`config.mk`:
```
export PLATFORM = sky130hd
export DESIGN_NAME = voxel_index_neighbours
export DESIGN_NICKNAME = d
export VERILOG_FILES = /design/src/rtl/vin_pkg.sv /design/src/rtl/voxel_index_neighbours.sv
export SDC_FILE = /design/constraint.sdc
export NUM_CORES = 2
export LEC_CHECK = 0
export BUFFER_PORTS_ARGS = -buffer_cell sky130_fd_sc_hd__buf_4
export CELL_PAD_IN_SITES_DETAIL_PLACEMENT = 1
export CELL_PAD_IN_SITES_GLOBAL_PLACEMENT = 2
export CORE_AREA = 2 2 502 504
export CTS_CLUSTER_SIZE = 25
export DETAILED_ROUTE_END_ITERATION = 10
export DIE_AREA = 0 0 504 506
export HOLD_SLACK_MARGIN = 0.03
export PLACE_DENSITY = 0.86
export SLEW_MARGIN = 20
export SYNTH_ARGS = -nofsm -noshare
export SYNTH_HDL_FRONTEND = slang
export SYNTH_SLANG_ARGS = --single-unit
export TNS_END_PERCENT = 5
```
`constraint.sdc`:
```
create_clock -name clk -period 151.1 [get_ports clk]
set_input_delay 15.11 -clock clk [delete_from_list [all_inputs] [get_ports clk]]
set_output_delay 15.11 -clock clk [all_outputs]
set_load 0.005 [all_outputs]
```
`src/rtl/vin_pkg.sv`:
```
// shared constants for the voxel index to coordinates and neighbours block
`default_nettype none
package vin_pkg;

    localparam int IDX_W        = 24;
    localparam int COORD_W      = 8;
    localparam int MASK_W       = 6;
    localparam int CFG_W        = 9;
    localparam int APB_DATA_W   = 32;
    localparam int APB_ADDR_W   = 4;
    localparam int DEF_MAX_SIDE = 256;

    // register indexes, byte address is 4 times the index
    typedef enum logic [1:0] {
        REG_SIZE_X = 2'd0,
        REG_SIZE_Y = 2'd1,
        REG_SIZE_Z = 2'd2,
        REG_NONE   = 2'd3
    } reg_idx_t;

    // face mask bit positions
    localparam int FACE_BOTTOM = 0;
    localparam int FACE_TOP    = 1;
    localparam int FACE_LEFT   = 2;
    localparam int FACE_RIGHT  = 3;
    localparam int FACE_FRONT  = 4;
    localparam int FACE_BACK   = 5;

endpackage
`default_nettype wire

```
`src/rtl/voxel_index_neighbours.sv`:
```
// top level: linear voxel index to grid coordinates, face mask and neighbours
//
// usage
//   configuration: apb-style port, size_x at 0x0, size_y at 0x4, size_z at 0x8.
//   pready is always high; a size of zero acts as one, a size above MAX_SIDE
//   acts as MAX_SIDE. write sizes only while no item is in flight.
//   input channel: in_valid / in_ready with voxel_index.
//   output channel: out_valid / out_ready with coordinates, face_mask, six
//   neighbour indices and index_invalid (all other fields zero when set).
// timing
//   one item can enter every cycle while in_ready is high: an accepted item
//   passes two chains of 24 restoring divide stages, one quotient bit per
//   stage (index / width, then that quotient / length), followed by one
//   output stage for mask and neighbour adds, which drives out_valid.
// reset
//   rst_n clears every stage valid bit and sets all sizes to one.
// stall
//   when the output item is not taken the whole pipeline holds in place and
//   in_ready drops; nothing is lost or repeated. bubbles move on freely.
`default_nettype none
module voxel_index_neighbours
    import vin_pkg::*;
#(
    parameter int MAX_SIDE = DEF_MAX_SIDE
) (
    input  wire logic                  clk,
    input  wire logic                  rst_n,
    // configuration
    input  wire logic                  psel,
    input  wire logic                  penable,
    input  wire logic                  pwrite,
    input  wire logic [APB_ADDR_W-1:0] paddr,
    input  wire logic [APB_DATA_W-1:0] pwdata,
    output logic      [APB_DATA_W-1:0] prdata,
    output logic                       pready,
    // input items
    input  wire logic                  in_valid,
    output logic                       in_ready,
    input  wire logic [IDX_W-1:0]      voxel_index,
    // result items
    output logic                       out_valid,
    input  wire logic                  out_ready,
    output logic      [COORD_W-1:0]    coord_x,
    output logic      [COORD_W-1:0]    coord_y,
    output logic      [COORD_W-1:0]    coord_z,
    output logic      [MASK_W-1:0]     face_mask,
    output logic      [IDX_W-1:0]      below_index,
    output logic      [IDX_W-1:0]      above_index,
    output logic      [IDX_W-1:0]      left_index,
    output logic      [IDX_W-1:0]      right_index,
    output logic      [IDX_W-1:0]      front_index,
    output logic      [IDX_W-1:0]      back_index,
    output logic                       index_invalid
);

    localparam int SIDE_W    = $clog2(MAX_SIDE + 1);   // effective size width
    localparam int RW        = $clog2(MAX_SIDE);       // remainder width
    localparam int TW        = RW + 1;                 // trial width
    localparam int LAYER_W   = 2 * SIDE_W;
    localparam int STEPS     = IDX_W;

    // ------------------------------------------------------------------
    // configuration registers
    // ------------------------------------------------------------------
    logic [CFG_W-1:0] size_x_reg, size_y_reg, size_z_reg;
    reg_idx_t         cfg_sel;
    logic             cfg_wr;

    assign cfg_sel = reg_idx_t'(paddr[3:2]);
    assign cfg_wr  = psel && penable && pwrite;
    assign pready  = 1'b1;

    always_ff @(posedge clk or negedge rst_n)
    begin
        if (!rst_n)
        begin
            size_x_reg <= CFG_W'(1);
            size_y_reg <= CFG_W'(1);
            size_z_reg <= CFG_W'(1);
        end
        else if (cfg_wr)
        begin
            unique case (cfg_sel)
                REG_SIZE_X: size_x_reg <= pwdata[CFG_W-1:0];
                REG_SIZE_Y: size_y_reg <= pwdata[CFG_W-1:0];
                REG_SIZE_Z: size_z_reg <= pwdata[CFG_W-1:0];
                default:    ;
            endcase
        end
    end

    always_comb
    begin
        unique case (cfg_sel)
            REG_SIZE_X: prdata = APB_DATA_W'(size_x_reg);
            REG_SIZE_Y: prdata = APB_DATA_W'(size_y_reg);
            REG_SIZE_Z: prdata = APB_DATA_W'(size_z_reg);
            default:    prdata = '0;
        endcase
    end

    // zero acts as one, clamp at the largest side
    function automatic logic [SIDE_W-1:0] eff_size(input logic [CFG_W-1:0] r);
        logic [SIDE_W-1:0] e;
        if (r == '0)
            e = SIDE_W'(1);
        else if (32'(r) > 32'(MAX_SIDE))
            e = SIDE_W'(MAX_SIDE);
        else
            e = SIDE_W'(r);
        return e;
    endfunction

    logic [SIDE_W-1:0] w_eff, h_eff, l_eff;
    assign w_eff = eff_size(size_x_reg);
    assign h_eff = eff_size(size_y_reg);
    assign l_eff = eff_size(size_z_reg);

    // one restoring divide step: bring in the dividend msb, subtract if it fits
    function automatic logic [RW+IDX_W-1:0] div_step(
        input logic [RW-1:0]     rem,
        input logic [IDX_W-1:0]  work,
        input logic [SIDE_W-1:0] d
    );
        logic [TW-1:0] trial;
        logic [TW-1:0] dd;
        logic          fits;
        trial = {rem, work[IDX_W-1]};
        dd    = TW'(d);
        fits  = (trial >= dd);
        if (fits)
            trial = trial - dd;
        return {trial[RW-1:0], work[IDX_W-2:0], fits};
    endfunction

    // ------------------------------------------------------------------
    // pipeline control: everything moves unless the output item is stuck
    // ------------------------------------------------------------------
    logic adv;
    logic out_valid_reg;

    assign adv      = !out_valid_reg || out_ready;
    assign in_ready = adv;

    // ------------------------------------------------------------------
    // phase one: index / width, remainder is x
    // ------------------------------------------------------------------
    logic             p1_vld_reg  [1:STEPS];
    logic [IDX_W-1:0] p1_work_reg [1:STEPS];
    logic [RW-1:0]    p1_rem_reg  [1:STEPS];
    logic [IDX_W-1:0] p1_idx_reg  [1:STEPS];
    logic             p1_vld_next  [1:STEPS];
    logic [IDX_W-1:0] p1_work_next [1:STEPS];
    logic [RW-1:0]    p1_rem_next  [1:STEPS];
    logic [IDX_W-1:0] p1_idx_next  [1:STEPS];

    always_comb
    begin
        for (int s = 1; s <= STEPS; s++)
        begin
            if (s == 1)
            begin
                p1_vld_next[s] = in_valid;
                p1_idx_next[s] = voxel_index;
                {p1_rem_next[s], p1_work_next[s]} = div_step('0, voxel_index, w_eff);
            end
            else
            begin
                p1_vld_next[s] = p1_vld_reg[s-1];
                p1_idx_next[s] = p1_idx_reg[s-1];
                {p1_rem_next[s], p1_work_next[s]} =
                    div_step(p1_rem_reg[s-1], p1_work_reg[s-1], w_eff);
            end
        end
    end

    // ------------------------------------------------------------------
    // phase two: quotient / length, remainder is z, quotient is y
    // ------------------------------------------------------------------
    logic               p2_vld_reg   [1:STEPS];
    logic [IDX_W-1:0]   p2_work_reg  [1:STEPS];
    logic [RW-1:0]      p2_rem_reg   [1:STEPS];
    logic [IDX_W-1:0]   p2_idx_reg   [1:STEPS];
    logic [RW-1:0]      p2_x_reg     [1:STEPS];
    logic [LAYER_W-1:0] p2_layer_reg [1:STEPS];
    logic               p2_vld_next   [1:STEPS];
    logic [IDX_W-1:0]   p2_work_next  [1:STEPS];
    logic [RW-1:0]      p2_rem_next   [1:STEPS];
    logic [IDX_W-1:0]   p2_idx_next   [1:STEPS];
    logic [RW-1:0]      p2_x_next     [1:STEPS];
    logic [LAYER_W-1:0] p2_layer_next [1:STEPS];

    always_comb
    begin
        for (int s = 1; s <= STEPS; s++)
        begin
            if (s == 1)
            begin
                p2_vld_next[s]   = p1_vld_reg[STEPS];
                p2_idx_next[s]   = p1_idx_reg[STEPS];
                p2_x_next[s]     = p1_rem_reg[STEPS];
                p2_layer_next[s] = LAYER_W'(w_eff) * LAYER_W'(l_eff);
                {p2_rem_next[s], p2_work_next[s]} =
                    div_step('0, p1_work_reg[STEPS], l_eff);
            end
            else
            begin
                p2_vld_next[s]   = p2_vld_reg[s-1];
                p2_idx_next[s]   = p2_idx_reg[s-1];
                p2_x_next[s]     = p2_x_reg[s-1];
                p2_layer_next[s] = p2_layer_reg[s-1];
                {p2_rem_next[s], p2_work_next[s]} =
                    div_step(p2_rem_reg[s-1], p2_work_reg[s-1], l_eff);
            end
        end
    end

    always_ff @(posedge clk or negedge rst_n)
    begin
        if (!rst_n)
        begin
            for (int s = 1; s <= STEPS; s++)
            begin
                p1_vld_reg[s] <= 1'b0;
                p2_vld_reg[s] <= 1'b0;
            end
        end
        else if (adv)
        begin
            for (int s = 1; s <= STEPS; s++)
            begin
                p1_vld_reg[s] <= p1_vld_next[s];
                p2_vld_reg[s] <= p2_vld_next[s];
            end
        end
    end

    always_ff @(posedge clk)
    begin
        if (adv)
        begin
            for (int s = 1; s <= STEPS; s++)
            begin
                p1_work_reg[s]  <= p1_work_next[s];
                p1_rem_reg[s]   <= p1_rem_next[s];
                p1_idx_reg[s]   <= p1_idx_next[s];
                p2_work_reg[s]  <= p2_work_next[s];
                p2_rem_reg[s]   <= p2_rem_next[s];
                p2_idx_reg[s]   <= p2_idx_next[s];
                p2_x_reg[s]     <= p2_x_next[s];
                p2_layer_reg[s] <= p2_layer_next[s];
            end
        end
    end

    // ------------------------------------------------------------------
    // output stage: mask, neighbours, range check
    // ------------------------------------------------------------------
    logic [IDX_W-1:0]   f_idx, f_y, f_layer, f_w, f_h;
    logic [RW-1:0]      f_x, f_z;
    logic [MASK_W-1:0]  mask_c;
    logic               bad_c;

    logic [COORD_W-1:0] coord_x_reg, coord_y_reg, coord_z_reg;
    logic [COORD_W-1:0] coord_x_next, coord_y_next, coord_z_next;
    logic [MASK_W-1:0]  face_mask_reg, face_mask_next;
    logic [IDX_W-1:0]   below_reg, above_reg, left_reg, right_reg, front_reg, back_reg;
    logic [IDX_W-1:0]   below_next, above_next, left_next, right_next, front_next, back_next;
    logic               invalid_reg, invalid_next;

    assign f_idx   = p2_idx_reg[STEPS];
    assign f_y     = p2_work_reg[STEPS];
    assign f_z     = p2_rem_reg[STEPS];
    assign f_x     = p2_x_reg[STEPS];
    assign f_layer = IDX_W'(p2_layer_reg[STEPS]);
    assign f_w     = IDX_W'(w_eff);
    assign f_h     = IDX_W'(h_eff);

    // y = index / layer, so index beyond the grid shows as y >= height
    assign bad_c = (f_y >= f_h);

    always_comb
    begin
        mask_c              = '0;
        mask_c[FACE_BOTTOM] = (f_y == '0);
        mask_c[FACE_TOP]    = (f_y == f_h - IDX_W'(1));
        mask_c[FACE_LEFT]   = (f_x == '0);
        mask_c[FACE_RIGHT]  = (SIDE_W'(f_x) == w_eff - SIDE_W'(1));
        mask_c[FACE_FRONT]  = (SIDE_W'(f_z) == l_eff - SIDE_W'(1));
        mask_c[FACE_BACK]   = (f_z == '0);

        if (bad_c)
        begin
            coord_x_next   = '0;
            coord_y_next   = '0;
            coord_z_next   = '0;
            face_mask_next = '0;
            below_next     = '0;
            above_next     = '0;
            left_next      = '0;
            right_next     = '0;
            front_next     = '0;
            back_next      = '0;
        end
        else
        begin
            coord_x_next   = COORD_W'(f_x);
            coord_y_next   = f_y[COORD_W-1:0];
            coord_z_next   = COORD_W'(f_z);
            face_mask_next = mask_c;
            below_next     = mask_c[FACE_BOTTOM] ? f_idx : f_idx - f_layer;
            above_next     = mask_c[FACE_TOP]    ? f_idx : f_idx + f_layer;
            left_next      = mask_c[FACE_LEFT]   ? f_idx : f_idx - IDX_W'(1);
            right_next     = mask_c[FACE_RIGHT]  ? f_idx : f_idx + IDX_W'(1);
            front_next     = mask_c[FACE_FRONT]  ? f_idx : f_idx + f_w;
            back_next      = mask_c[FACE_BACK]   ? f_idx : f_idx - f_w;
        end
        invalid_next = bad_c;
    end

    always_ff @(posedge clk or negedge rst_n)
    begin
        if (!rst_n)
            out_valid_reg <= 1'b0;
        else if (adv)
            out_valid_reg <= p2_vld_reg[STEPS];
    end

    always_ff @(posedge clk)
    begin
        if (adv)
        begin
            coord_x_reg   <= coord_x_next;
            coord_y_reg   <= coord_y_next;
            coord_z_reg   <= coord_z_next;
            face_mask_reg <= face_mask_next;
            below_reg     <= below_next;
            above_reg     <= above_next;
            left_reg      <= left_next;
            right_reg     <= right_next;
            front_reg     <= front_next;
            back_reg      <= back_next;
            invalid_reg   <= invalid_next;
        end
    end

    assign out_valid     = out_valid_reg;
    assign coord_x       = coord_x_reg;
    assign coord_y       = coord_y_reg;
    assign coord_z       = coord_z_reg;
    assign face_mask     = face_mask_reg;
    assign below_index   = below_reg;
    assign above_index   = above_reg;
    assign left_index    = left_reg;
    assign right_index   = right_reg;
    assign front_index   = front_reg;
    assign back_index    = back_reg;
    assign index_invalid = invalid_reg;

endmodule
`default_nettype wire

```
# After elaboration in Yosys (flattened, before gate mapping)
# Memory sizes are Yosys's and may differ from the RTL's.
# Cells that the tools add are included.
op_classes:
  addsub: 57
  n_mul: 1
  magnitude_cmp: 52
  eq_ne: 5
  muxes: 63
  n_reduce_logical: 14
op_table:
  columns: ["operator", "count"]
  rows:
  - ["$ge A9 B9 Y1", 46]
  - ["$mux W8", 48]
  - ["$sub A8 B8 Y8", 46]
  - ["$mux W24", 6]
  - ["$mux W9", 6]
  - ["$gt A9 B9 Y1 const B", 3]
  - ["$logic_not A9 Y1", 3]
  - ["$pmux W9 S3", 1]
  - ["$add A24 B1 Y24 const B", 1]
  - ["$add A24 B18 Y24", 1]
  - ["$add A24 B9 Y24", 1]
  - ["$eq A24 B24 Y1", 1]
  - ["$ge A24 B9 Y1", 1]
  - ["$logic_not A24 Y1", 1]
  - ["$sub A24 B1 Y24 const B", 1]
  - ["$sub A24 B18 Y24", 1]
  - ["$sub A24 B9 Y24", 1]
  - ["$eq A8 B9 Y1", 2]
  - ["$ge A1 B9 Y1", 2]
  - ["$mul A9 B9 Y18", 1]
  - ["$sub A9 B1 Y9 const B", 2]
  - ["$logic_not A8 Y1", 2]
  - ["$sub A1 B8 Y8", 2]
  - ["$sub A9 B1 Y10 const B", 1]
  - ["other kinds (8)", 12]
totals:
  regBits: 251
  ram_bits: 3312
  n_memories: 8
mem_list:
  columns: ["memory", "words", "word_bits", "read_ports", "rd_clocked_by_memory_dff", "wr", "line_no", "rtl"]
  rows:
  - ["p1_idx_reg", 24, 24, 24, 0, 24, "voxel_index_neighbours.sv:151", "logic [IDX_W-1:0] p1_idx_reg [1:STEPS];"]
  - ["p1_work_reg", 24, 24, 24, 0, 24, "voxel_index_neighbours.sv:149", "logic [IDX_W-1:0] p1_work_reg [1:STEPS];"]
  - ["p2_idx_reg", 24, 24, 24, 0, 24, "voxel_index_neighbours.sv:183", "logic [IDX_W-1:0] p2_idx_reg [1:STEPS];"]
  - ["p2_work_reg", 24, 24, 24, 0, 24, "voxel_index_neighbours.sv:181", "logic [IDX_W-1:0] p2_work_reg [1:STEPS];"]
  - ["p2_layer_reg", 24, 18, 24, 0, 24, "voxel_index_neighbours.sv:185", "logic [LAYER_W-1:0] p2_layer_reg [1:STEPS];"]
  - ["p1_rem_reg", 24, 8, 24, 0, 24, "voxel_index_neighbours.sv:150", "logic [RW-1:0] p1_rem_reg [1:STEPS];"]
  - ["2 more memories", null, null, null, null, null, null, null]

# Longest topological paths before layout
logic_depth:
  word_depth: 6
  mapped_depth: 24
  ltp_nobuf: 23

# Worst setup path after synthesis
# Ideal clock, no wire load.
synth_timing:
  kind: "input-to-output"
  from: "input port out_ready"
  to: "output port in_ready"
  t_arrival_ns: 76.994
  t_required_ns: 135.990
  setup_slack_ns: 58.996
  cell_stages: 4
  path_buffers: 2
  path_cell_list: "nor2b_1 -> clkbuf_1 -> clkbuf_1 -> inv_1"
synth_between:
  elab_chain_len: 1
synth_rtl:
  columns: ["item", "line_no", "rtl"]
  rows:
  - ["start: declaration", "voxel_index_neighbours.sv:42", "input wire logic out_ready,"]
  - ["$logic_or A1 B1 Y1", "voxel_index_neighbours.sv:142", "assign adv = !out_valid_reg || out_ready;"]
  - ["end: declaration", "voxel_index_neighbours.sv:38", "output logic in_ready,"]
# Every way passes these cells.

# Final worst setup path
layout_timing:
  from: "input port paddr[2]"
  to: "output port prdata[1]"
layout_between:
  elab_chain_len: 2
  elab_cells_between_ends: 4
  cone_classes: "eq/ne (2); mux (1); reduce/logical (1)"
layout_rtl:
  columns: ["item", "line_no", "rtl"]
  rows:
  - ["start: declaration", "voxel_index_neighbours.sv:32", "input wire logic [APB_ADDR_W-1:0] paddr,"]
  - ["$eq A2 B2 Y1, or another cell as far along", "voxel_index_neighbours.sv:94", "unique case (cfg_sel)"]
  - ["$pmux W9 S3 (*)", "voxel_index_neighbours.sv:94", null]
  - ["end: declaration", "voxel_index_neighbours.sv:34", "output logic [APB_DATA_W-1:0] prdata,"]
# Every way passes the cells marked *; elsewhere a longest branch is shown, timed or not.

==> run_results.csv <==
group,metric,value,unit
sta,finClkSkew,80.0,ps
logic_synthesis,synth_edf_count,3211,
finish,layoutNonFillerInstCount,11400,
critical_path,worstPathRequired,135990,ps
global_routing,antenna_found_initial,6,
finish,stdcell_area,144000,sq um
logic_synthesis,synth_compound_area_share,5.04,%
floorplanning,start_util,50.8,%
sta,worstMarginPinSlew,1180,ps
floorplanning,die_h,506,um
detailed_routing,wl_per_cell,22.1,um
clock_network,clk_pin_slew_worst_paths,60,ps
clock_network,cts_buffer_depth,4,
clock_network,insertion_delay,980,ps
detailed_routing,ant_nets,0,
critical_path,end_kind,"output pin",
sta,finalSetupViolCount,0,
pwr,leakage,53.7,nW
global_routing,grt_first_pass_wirelength,387000,um
sta,tns,0,ps
flow_run,maxCapViolCount,0,
logic_synthesis,ys_types,86,
logic_synthesis,ys_warn_count,0,
run_status,status,"complete, no violations",
placement,dp.cells,10800,
global_routing,grt_pass1_vias,66300,
clock_network,tritoncts,"done",
logic_synthesis,ys_seq_area_share,77.4,%
logic_synthesis,synth-xor-area-share,2.87,%
logic_synthesis,synth_top_family_by_area,"adder cells",
logic_synthesis,synthMuxAreaShare,1.66,%
critical_path,path_class,"input pin to output pin",
placement,gp_congestion,0.858,
finish,areaGrowthSynthToFinish,13.5,%
critical_path,r2r_setup_slack,142640,ps
detailed_routing,drtPass1Iterations,5,
placement,portBuffers,227,
sta,rsz0062_at_grt,"no",
global_routing,track_usage,19.6,%
clock_network,cts_setup_buffers,0,
logic_synthesis,synthArstFlopShare,2.31,%
floorplanning,die_area,255000,sq um
clock_network,cts-resized-gates,0,
clock_network,cts.sinks,3287,
sta,finalCritPeriodShare,21.0,%
logic_synthesis,synth_flop_cell,"edfxtp_1",
sta,fin_crit,31660,ps
critical_path,crit_fanout,13,
logic_synthesis,yosys.area_share.adder,6.74,%
finish,multi_input_area,27100,sq um
floorplanning,die_x,504,um
finish,drive_gt1_share,12.9,%
floorplanning,io_pins,277,
finish,layout.nets,8484,
clock_network,cts_buffers,346,
floorplanning,core_area,250000,sq um
sta,hold_violations,0,
finish,register_area,98300,sq um
placement,place_area,133000,sq um
detailed_routing,drc,0,
logic_synthesis,syn_avg_cell_area,17.4,sq um
detailed_routing,wirelength,252000,um
sta,slew_headroom,21.2,%
global_routing,grt_max_degree,211,
logic_synthesis,netlist_instances,7291,
logic_synthesis,yosys.area_share.simple,4.86,%
detailed_routing,viasPerCell,5.42,
logic_synthesis,synth.cell_area,127000,sq um
clock_network,root_buffer,"clkbuf_16",
sta,maxSlewViolCount,0,
worst_hold_path,hold_class,"register to register",
floorplanning,rows,184,
pwr,vdd_drop_max,0.0124,mV
logic_synthesis,ys_ff_latch,3287,
detailed_routing,vias,61700,
clock_network,holdBufCountCts,0,
critical_path,start_kind,"input pin",
sta,max_freq,31.6,MHz
critical_path,critPathArrivalTime,16550,ps
detailed_routing,first_iter_violations,4691,
finish,fillers,22500,
global_routing,grt_overflow_total,0,
placement,hpwlAfterDp,156000,um
clock_network,ctsHtreeMaxLevel,5,
pwr,power-per-cell-area,21.0,nW/um^2
critical path: stages:
cell,delay [ps]
buf_4,180
nor2b_1,510
nand2_1,120
o21ai_1,390
buf_4,230
placed cells by master (no fill, tap or decap), drive strengths merged, types with 108 or more instances in the layout:
master | synthesis | final
xnor2 | 263 | 263
nor2 | 550 | 550
a21o | 182 | 182
mux2 | 158 | 158
clkinv | 2 | 124
a21oi | 440 | 440
buf | 47 | 309
xor2 | 153 | 153
nor2b | 116 | 116
o21ai | 203 | 203
clkbuf | 130 | 405
nand2 | 194 | 194
ha | 524 | 524
nand2b | 108 | 108
edfxtp | 3211 | 3211
inv | 259 | 271
per-stage QoR:
step | total power, mW | util [%] | setup slack [ps] | hold WS, ps
4_1_cts | 3.05 | 57.6 | 119400 | 345
3_3_place_gp | 2.11 | 53.2 | 119330 | 400
5_1_grt | 3.18 | 57.6 | 119320 | 362
6_report | 3.02 | 57.6 | 119440 | 355
3_5_place_dp | 2.18 | 53.2 | 119410 | 405
2_1_floorplan | 2.09 | - | 59000 | 400
worst paths after layout:
path	from	end	cells after the start
worst max register to register	size_z_reg[8]$_DFFE_PN0P_	p2_layer_reg[0][32]$_DFFE_PP_	24
worst min register to register	p1_idx_reg[0][32]$_DFFE_PP_	p1_idx_reg[0][56]$_DFFE_PP_	0
worst max-delay path	paddr[2]	prdata[1]	5
max in group asynchronous	rst_n	p1_vld_next[20]$_DFFE_PN0P_	1
min in group asynchronous	rst_n	size_x_reg[7]$_DFFE_PN0P_	1
worst min-delay path	p1_idx_reg[0][32]$_DFFE_PP_	p1_idx_reg[0][56]$_DFFE_PP_	0
layout make-up:
class,count,area share (%)
Sequential cell,3287,68.2
Multi-Input combinational cell,3588,18.8
Clock buffer,405,6.21
Tap cell,3348,2.91
Timing Repair Buffer,309,1.66
Clock inverter,198,1.48
Inverter,261,0.687
Antenna cell,2,0.00347
per-layer routing:
layer	up-vias	part of all wire [%]	global-route usage [%]
li1	28500	-	-
met1	31200	41	24.7
met2	1517	51	34.2
met3	505	4.7	3.47
met4	8	3.3	7.17
met5	-	0.018	0
logic make-up after synthesis:
| kind of cell | after synthesis |
|---|---|
| compound gates | 1050 |
| xor+xnor | 416 |
| fa+ha+maj | 624 |
| buf+inv | 438 |
| flops | 3287 |
| mux | 191 |
| other cells | 2 |
| simple gates | 1283 |
where the power goes:
part	leakage [nW]	total, mW	internal (mW)	switching [mW]
registers	33.7	1.44	1.33	0.107
clock network	5.37	0.832	0.492	0.341
logic	14.6	0.748	0.309	0.439
total	53.7	3.02	2.13	0.887
synth_stat cells (all sizes together), types with 47 or more instances:
cell | instances | area [sq um]
inv | 259 | 972
nand2 | 194 | 728
a21o | 182 | 1370
nor2b | 116 | 726
nand2b | 108 | 676
fa | 100 | 2000
dfrtp | 73 | 1830
o21bai | 47 | 353
nor3 | 50 | 255
buf | 47 | 294
mux2 | 158 | 1780
a31oi | 51 | 319
xnor2 | 263 | 2300
ha | 524 | 6560
o21ai | 203 | 1020
clkbuf | 130 | 488
xor2 | 153 | 1340
nand4 | 95 | 616
edfxtp | 3211 | 96400
nor2 | 550 | 2070
a21oi | 440 | 2210
Power figures use the tool's default switching activity.
